File: config.mk
export PLATFORM = sky130hd
export DESIGN_NAME = nibble_handshake_link_master
export DESIGN_NICKNAME = d
export VERILOG_FILES = /design/src/sv/nhlm_pkg.sv /design/src/sv/nhlm_core.sv /design/src/sv/nibble_handshake_link_master.sv
export SDC_FILE = /design/constraint.sdc
export NUM_CORES = 1
export LEC_CHECK = 0
export BUFFER_PORTS_ARGS = -buffer_cell sky130_fd_sc_hd__buf_2
export CAP_MARGIN = 30
export CORE_ASPECT_RATIO = 2
export CORE_UTILIZATION = 50
export CTS_CLUSTER_SIZE = 25
export DETAILED_ROUTE_END_ITERATION = 12
export PLACE_DENSITY = 0.71
export SLEW_MARGIN = 20
export SYNTH_ARGS = -nofsm -noshare
export SYNTH_HDL_FRONTEND = slang
export SYNTH_SLANG_ARGS = --single-unit
File: constraint.sdc
create_clock -name clk_i -period 6.3 [get_ports clk_i]
set_input_delay 0.315 -clock clk_i [delete_from_list [all_inputs] [get_ports clk_i]]
set_output_delay 0.315 -clock clk_i [all_outputs]
set_load 0.02 [all_outputs]
File: src/sv/nhlm_pkg.sv
// ----------------------------------------------------------------------------
// nhlm_pkg
// shared types, constants and helpers for the nibble handshake link master
// ----------------------------------------------------------------------------
package nhlm_pkg;

  localparam int unsigned SpinW      = 14;
  localparam logic [SpinW-1:0] SpinReset = 14'd10000;

  localparam logic [7:0] PeerFlag = 8'h08;
  localparam logic [3:0] PeerInv  = 4'h8;    // bit 7 of the status, seen in the nibble
  localparam logic [4:0] DrvFlag  = 5'h10;

  typedef enum logic [2:0] {
    PH_IDLE   = 3'd0,
    PH_WSET   = 3'd1,
    PH_WCLR   = 3'd2,
    PH_WRCLR  = 3'd3,
    PH_WRNEXT = 3'd4,
    PH_FASTLO = 3'd5
  } phase_e;

  typedef enum logic [1:0] {
    MODE_EXCHANGE = 2'd0,
    MODE_WRITE    = 2'd1,
    MODE_FAST     = 2'd2,
    MODE_RSVD     = 2'd3
  } xfer_mode_e;

  typedef enum logic {
    OP_TICK  = 1'b0,
    OP_START = 1'b1
  } op_e;

  typedef struct packed {
    phase_e           phase;
    logic             nibble_sel;
    logic [SpinW-1:0] poll_count;
    logic [7:0]       shift_byte;
    logic [7:0]       recv_acc;
    logic             stuck_seen;
    logic [4:0]       drive_reg;
  } link_state_t;

  // nibble to send: high nibble while sel is clear
  function automatic logic [3:0] cur_nibble(input logic sel, input logic [7:0] byte_v);
    cur_nibble = sel ? byte_v[3:0] : byte_v[7:4];
  endfunction

endpackage

File: src/sv/nhlm_core.sv
// ----------------------------------------------------------------------------
// nhlm_core
// next-state and result logic of the handshake for one beat
// ----------------------------------------------------------------------------
module nhlm_core (
  input  nhlm_pkg::link_state_t      state_i,
  input  logic                       op_i,
  input  logic [7:0]                 tx_byte_i,
  input  logic [1:0]                 xfer_mode_i,
  input  logic [7:0]                 status_sample_i,
  input  logic [nhlm_pkg::SpinW-1:0] spin_limit_i,
  output nhlm_pkg::link_state_t      state_o,
  output logic                       done_o
);
  import nhlm_pkg::*;

  logic             peer_flag;
  logic             give_up;
  logic [SpinW-1:0] poll_inc;
  logic [3:0]       peer_nib;
  xfer_mode_e       mode;

  assign peer_flag = (status_sample_i & PeerFlag) != 8'h00;
  assign give_up   = state_i.poll_count >= spin_limit_i;
  assign poll_inc  = state_i.poll_count + SpinW'(1);
  assign peer_nib  = peer_flag ? (status_sample_i[7:4] ^ PeerInv) : 4'h0;
  assign mode      = xfer_mode_e'(xfer_mode_i);

  always_comb begin
    state_o = state_i;
    done_o  = 1'b0;
    if (op_e'(op_i) == OP_START) begin
      if (state_i.phase == PH_IDLE && mode != MODE_RSVD) begin
        state_o.shift_byte = tx_byte_i;
        state_o.nibble_sel = 1'b0;
        state_o.poll_count = '0;
        state_o.recv_acc   = 8'h00;
        state_o.stuck_seen = 1'b0;
        state_o.drive_reg  = DrvFlag | {1'b0, cur_nibble(1'b0, tx_byte_i)};
        unique case (mode)
          MODE_EXCHANGE: state_o.phase = PH_WSET;
          MODE_WRITE:    state_o.phase = PH_WRCLR;
          default:       state_o.phase = PH_FASTLO;
        endcase
      end
    end else begin
      unique case (state_i.phase)
        PH_IDLE: begin
        end
        PH_WSET: begin
          if (peer_flag || give_up) begin
            if (!peer_flag) begin
              state_o.stuck_seen = 1'b1;
            end
            if (state_i.nibble_sel) begin
              state_o.recv_acc = {state_i.recv_acc[7:4], peer_nib};
            end else begin
              state_o.recv_acc = {peer_nib, 4'h0};
            end
            state_o.drive_reg  = 5'h00;
            state_o.poll_count = '0;
            state_o.phase      = PH_WCLR;
          end else begin
            state_o.poll_count = poll_inc;
          end
        end
        PH_WCLR: begin
          if (!peer_flag || give_up) begin
            if (peer_flag) begin
              state_o.stuck_seen = 1'b1;
            end
            state_o.poll_count = '0;
            if (!state_i.nibble_sel) begin
              state_o.nibble_sel = 1'b1;
              state_o.drive_reg  = DrvFlag | {1'b0, cur_nibble(1'b1, state_i.shift_byte)};
              state_o.phase      = PH_WSET;
            end else begin
              state_o.phase = PH_IDLE;
              done_o        = 1'b1;
            end
          end else begin
            state_o.poll_count = poll_inc;
          end
        end
        PH_WRCLR: begin
          state_o.drive_reg = 5'h00;
          if (!state_i.nibble_sel) begin
            state_o.nibble_sel = 1'b1;
            state_o.phase      = PH_WRNEXT;
          end else begin
            state_o.phase = PH_IDLE;
            done_o        = 1'b1;
          end
        end
        PH_WRNEXT: begin
          state_o.drive_reg =
            DrvFlag | {1'b0, cur_nibble(state_i.nibble_sel, state_i.shift_byte)};
          state_o.phase     = PH_WRCLR;
        end
        PH_FASTLO: begin
          state_o.nibble_sel = 1'b1;
          state_o.drive_reg  = {1'b0, cur_nibble(1'b1, state_i.shift_byte)};
          state_o.phase      = PH_IDLE;
          done_o             = 1'b1;
        end
        default: begin
          state_o.phase = PH_IDLE;
        end
      endcase
    end
  end

endmodule

File: src/sv/nibble_handshake_link_master.sv
// ----------------------------------------------------------------------------
// nibble_handshake_link_master
// host side of a four-phase nibble handshake on a parallel byte link
// ----------------------------------------------------------------------------
// usage
//   slave side beats carry either a start (tuser = 1: byte and mode) or a
//   tick (tuser = 0) carrying one sample of the port status lines
//   every accepted beat gives exactly one master side beat: the pin value
//   to drive, the byte received so far, timeout and busy flags; tlast marks
//   the beat that finishes a byte transfer
//   cfg_we_i writes spin_limit, the number of failing polls allowed per wait
// timing
//   two register stages (input register, result register): a beat taken into
//   the input register is offered on the master side once it moves on into the
//   result register, and one beat per cycle is taken while the receiver keeps up
//   the handshake state moves forward once per beat, in the beat's second
//   stage, so back-to-back ticks each see the state left by the one before
// reset
//   rst_ni clears both stages and the handshake state; spin_limit returns to
//   10000
// stall
//   when m_axis_tready_i is low the result register holds, the input
//   register fills, and s_axis_tready_o drops; no beat is lost
// ----------------------------------------------------------------------------
module nibble_handshake_link_master (
  input  logic                       clk_i,
  input  logic                       rst_ni,
  // configuration
  input  logic                       cfg_we_i,
  input  logic [nhlm_pkg::SpinW-1:0] cfg_wdata_i,       // spin_limit
  // slave side
  input  logic                       s_axis_tvalid_i,
  output logic                       s_axis_tready_o,
  input  logic [23:0]                s_axis_tdata_i,    // tx_byte, xfer_mode, status_sample, pad
  input  logic                       s_axis_tuser_i,    // op
  // master side
  output logic                       m_axis_tvalid_o,
  input  logic                       m_axis_tready_i,
  output logic [15:0]                m_axis_tdata_o,    // drive, rx_byte, timed_out, busy_res, pad
  output logic                       m_axis_tlast_o     // done_res
);
  import nhlm_pkg::*;

  logic [SpinW-1:0] spin_limit_q;

  // input register
  logic       in_valid_q;
  logic       in_op_q;
  logic [7:0] in_tx_byte_q;
  logic [1:0] in_mode_q;
  logic [7:0] in_status_q;

  // handshake state
  link_state_t state_q, state_d;
  logic        done_d;

  // result register
  logic       out_valid_q;
  logic [4:0] out_drive_q;
  logic [7:0] out_rx_byte_q;
  logic       out_done_q;
  logic       out_timeout_q;
  logic       out_busy_q;

  logic s_acc;
  logic stage_adv;   // input register moves into the result register

  assign stage_adv       = in_valid_q && (!out_valid_q || m_axis_tready_i);
  assign s_axis_tready_o = !in_valid_q || stage_adv;
  assign s_acc           = s_axis_tvalid_i && s_axis_tready_o;

  always_ff @(posedge clk_i or negedge rst_ni) begin
    if (!rst_ni) begin
      spin_limit_q <= SpinReset;
    end else if (cfg_we_i) begin
      spin_limit_q <= cfg_wdata_i;
    end
  end

  // stage one: capture the beat
  always_ff @(posedge clk_i or negedge rst_ni) begin
    if (!rst_ni) begin
      in_valid_q <= 1'b0;
    end else if (s_axis_tready_o) begin
      in_valid_q <= s_axis_tvalid_i;
    end
  end

  always_ff @(posedge clk_i) begin
    if (s_acc) begin
      in_op_q      <= s_axis_tuser_i;
      in_tx_byte_q <= s_axis_tdata_i[7:0];
      in_mode_q    <= s_axis_tdata_i[9:8];
      in_status_q  <= s_axis_tdata_i[17:10];
    end
  end

  nhlm_core u_core (
    .state_i         (state_q),
    .op_i            (in_op_q),
    .tx_byte_i       (in_tx_byte_q),
    .xfer_mode_i     (in_mode_q),
    .status_sample_i (in_status_q),
    .spin_limit_i    (spin_limit_q),
    .state_o         (state_d),
    .done_o          (done_d)
  );

  // stage two: handshake state and result, updated together
  always_ff @(posedge clk_i or negedge rst_ni) begin
    if (!rst_ni) begin
      state_q <= '{phase: PH_IDLE, nibble_sel: 1'b0, poll_count: '0, shift_byte: 8'h00,
                   recv_acc: 8'h00, stuck_seen: 1'b0, drive_reg: 5'h00};
    end else if (stage_adv) begin
      state_q <= state_d;
    end
  end

  always_ff @(posedge clk_i or negedge rst_ni) begin
    if (!rst_ni) begin
      out_valid_q <= 1'b0;
    end else if (!out_valid_q || m_axis_tready_i) begin
      out_valid_q <= in_valid_q;
    end
  end

  always_ff @(posedge clk_i) begin
    if (stage_adv) begin
      out_drive_q   <= state_d.drive_reg;
      out_rx_byte_q <= state_d.recv_acc;
      out_done_q    <= done_d;
      out_timeout_q <= state_d.stuck_seen;
      out_busy_q    <= state_d.phase != PH_IDLE;
    end
  end

  assign m_axis_tvalid_o = out_valid_q;
  assign m_axis_tdata_o  = {1'b0, out_busy_q, out_timeout_q, out_rx_byte_q, out_drive_q};
  assign m_axis_tlast_o  = out_done_q;

endmodule
==> results.toml <==
[outcome]
status = "complete, no violations"

[sta]
final.setup.tns_ns = 0
fmax_ghz = 0.336
min_period_ns = 2.98
fin_skew_ns = 0.00732
finalMaxSlewViolations = 0
hold_ws_ns = 0.117
finalSetupViolCount = 0
slew-limit-headroom = 0.401
rsz0062_at_grt = "no"
timing.final.crit_share = 0.472
hold_viol_final = 0
worst_pin_slew_ns = 0.897

[cts]
post_cts_resized = 0
clk_pin_slew_ns = 0.06
cts-root-buf = "clkbuf_16"
cts_buffers = 9
ctsHoldBuffers = 0
cts_max_level = 3
postCtsSetupRepairBufs = 0
cts_max_path_buffers = 2
cts_tree = "yes"
worstSkewPairLatency_ns = 0.34
cts.sinks = 88

[logic_synthesis]
yosysMostFrequentCell = "dfrtp_1"
synth-async-reset-ratio = 0.636
synth_fp_nets = 502
yosys_register_bits = 88
ys_types = 59
ys.flop_type = "dfrtp_1"
yosysWarnings = 0
synth_area_mm2 = 0.00455
synth-edff-count = 32
syn_inst = 443
netlist_top_cells_count = "dfrtp_1, nand2_1, o21ai_0"
netlist.area_leader.share = 0.280
synth_largest_area_cell = "dfrtp_1"
ys_seq_area_frac = 0.520
syn_avg_cell_area_um2 = 10.3
synth_area_leaders = "dfrtp_1, edfxtp_1, o21ai_0, ha_1, nand2_1"

[power_and_ir_drop]
p_total_mw = 1.82
ir_drop_mv = 0.248
power_leakage_nw = 2.25
power_density_mw_per_mm2 = 349

[detailed_routing]
vias_per_cell = 5.95
post_drt_wl_per_cell_um = 16.8
drtIter0Drc = 131
routed-via-count = 3514
drc_errors = 0
dr.pass1.iters = 4
wl_um = 9960
ant_nets = 0

[grt]
grt_pass1_wl_um = 16500
grt-ovfl-total = 0
grt_use_total = 0.224
grt_max_degree = 57
grt_pass1_vias = 3612
antenna_found_initial = 0

[floorplanning]
ios = 63
initial_core_util = 0.523
die_h_um = 137
die_x_um = 69.5
core_area_mm2 = 0.00871
design.die.area_mm2 = 0.00951
rows = 48

[setup_path]
start_kind = "flip-flop"
end_kind = "flip-flop"
cpLargestDelayFamily = "simple AND/OR/NAND/NOR gates"
path_depth = 9
worst-path-buf-inv = 1
required_ns = 6.36
path_cells = "inv_1 > ha_1 > a21oi_1 > nor2_1 > or3_1 > nor3_2 > nand2_1 > a311oi_1 > a211oi_1"
critPathKind = "flip-flop to flip-flop"
cp_max_fo = 7
reg2regPathDepth = 9
cpMaxStageDelayCell = "dfstp_2"
critPathMaxStageDelay_ns = 0.52
arrival_ns = 3.04

[min_path]
hp-class = "input port to asynchronous set/reset pin"

[finish]
n_antenna_cell = 0
syn2layout_area_growth_pct = 14.7
drive_gt1_frac = 0.200
fin_cells = 591
layout.nets = 545

[place]
dp_hpwl_um = 7230
place_inst = 574
port_buffers = 52
gp_congestion = 0.954

[run]
cap_viol_max_count = 0
[through the flow]
step | area, µm² | utilization | setup WS (ns)
after floorplan | 4550 | - | 3.76
after global placement | 4850 | 0.556 | 3.35
after detailed placement | 4850 | 0.556 | 3.32
after CTS | 5190 | 0.596 | 3.30
after global routing | 5220 | 0.599 | 3.10
final | 5220 | 0.599 | 3.32
[per-layer routing]
metal	vias up	track usage	share of wire
met3	31	0.0420	0.041
met1	1686	0.211	0.35
li1	1691	-	-
met5	-	0	0
met2	106	0.433	0.56
met4	0	0.145	0.042
[cell families (layout without fill, tap and decap cells)]
group           Yosys count  after routing  share of synthesized area
compound gates          127            127                      0.189
xor+xnor                 11             11                     0.0212
fa+ha+maj                15             15                     0.0412
buf+inv                  51             99                     0.0465
flops                    88             88                      0.520
mux                      17             17                     0.0407
other cells               1              1                   0.000824
simple gates            133            133                      0.140
[layout make-up]
| cell class | count | area [µm²] |
|---|---|---|
| flip-flops and latches | 88 | 2370 |
| fillers | 742 | 3490 |
| repair buffers | 55 | 303 |
| well taps | 100 | 125 |
| multi-input cells | 304 | 1970 |
| clock buffers | 9 | 225 |
| clock inverters | 7 | 120 |
| inverters | 28 | 105 |
[flip-flops by register name (all words and copies together), names as in the netlist]
register,count
state_q,40
in_tx_byte_q,8
out_drive_q,5
in_status_q,5
spin_limit_q,14
out_rx_byte_q,8
out_timeout_q,1
m_axis_tlast_o,1
in_mode_q,2
in_valid_q,1
out_busy_q,1
m_axis_tvalid_o,1
in_op_q,1
[worst reg2reg max path: cells and delay by family (launching register included)]
| kind | cells | cell delay [ns] |
|---|---|---|
| buffers and inverters | 1 | 0.05 |
| AO/OA/AOI/OAI | 3 | 0.64 |
| AND/OR/NAND/NOR | 4 | 1.18 |
| flip-flops | 1 | 0.52 |
| adder cells (fa/ha/maj) | 1 | 0.30 |
[placed cells by master, fill, tap and decap left out, types with 6 or more instances in the layout]
master and n:
buf_2 52, dfrtp_1 51, nand2_1 50, o21ai_0 38, nor2_1 32, edfxtp_1 32
inv_1 27, a21oi_1 27, ha_1 15, mux2_2 12, a31oi_1 10, clkbuf_16 9
nand3_1 7, nand2b_1 7, xnor2_1 7, a22o_1 6, nor3_1 6
[power by group]
part,switching [mW],internal [mW]
combinational,0.251,0.174
sequential,0.0896,0.696
clock,0.220,0.388
total,0.561,1.26
[final timing paths]
check                                  end               from  slack (ns)
max                         out_drive_q[3]    spin_limit_q[9]        3.32
min                            state_q[24]             rst_ni        0.12
max reg2reg                 out_drive_q[3]    spin_limit_q[9]        3.32
min reg2reg                    state_q[17]    in_tx_byte_q[3]        0.48
max in group asynchronous  spin_limit_q[7]             rst_ni        5.70
min in group clk_i         in_tx_byte_q[0]  s_axis_tdata_i[0]        0.14
(Power assumes the default switching activity.)
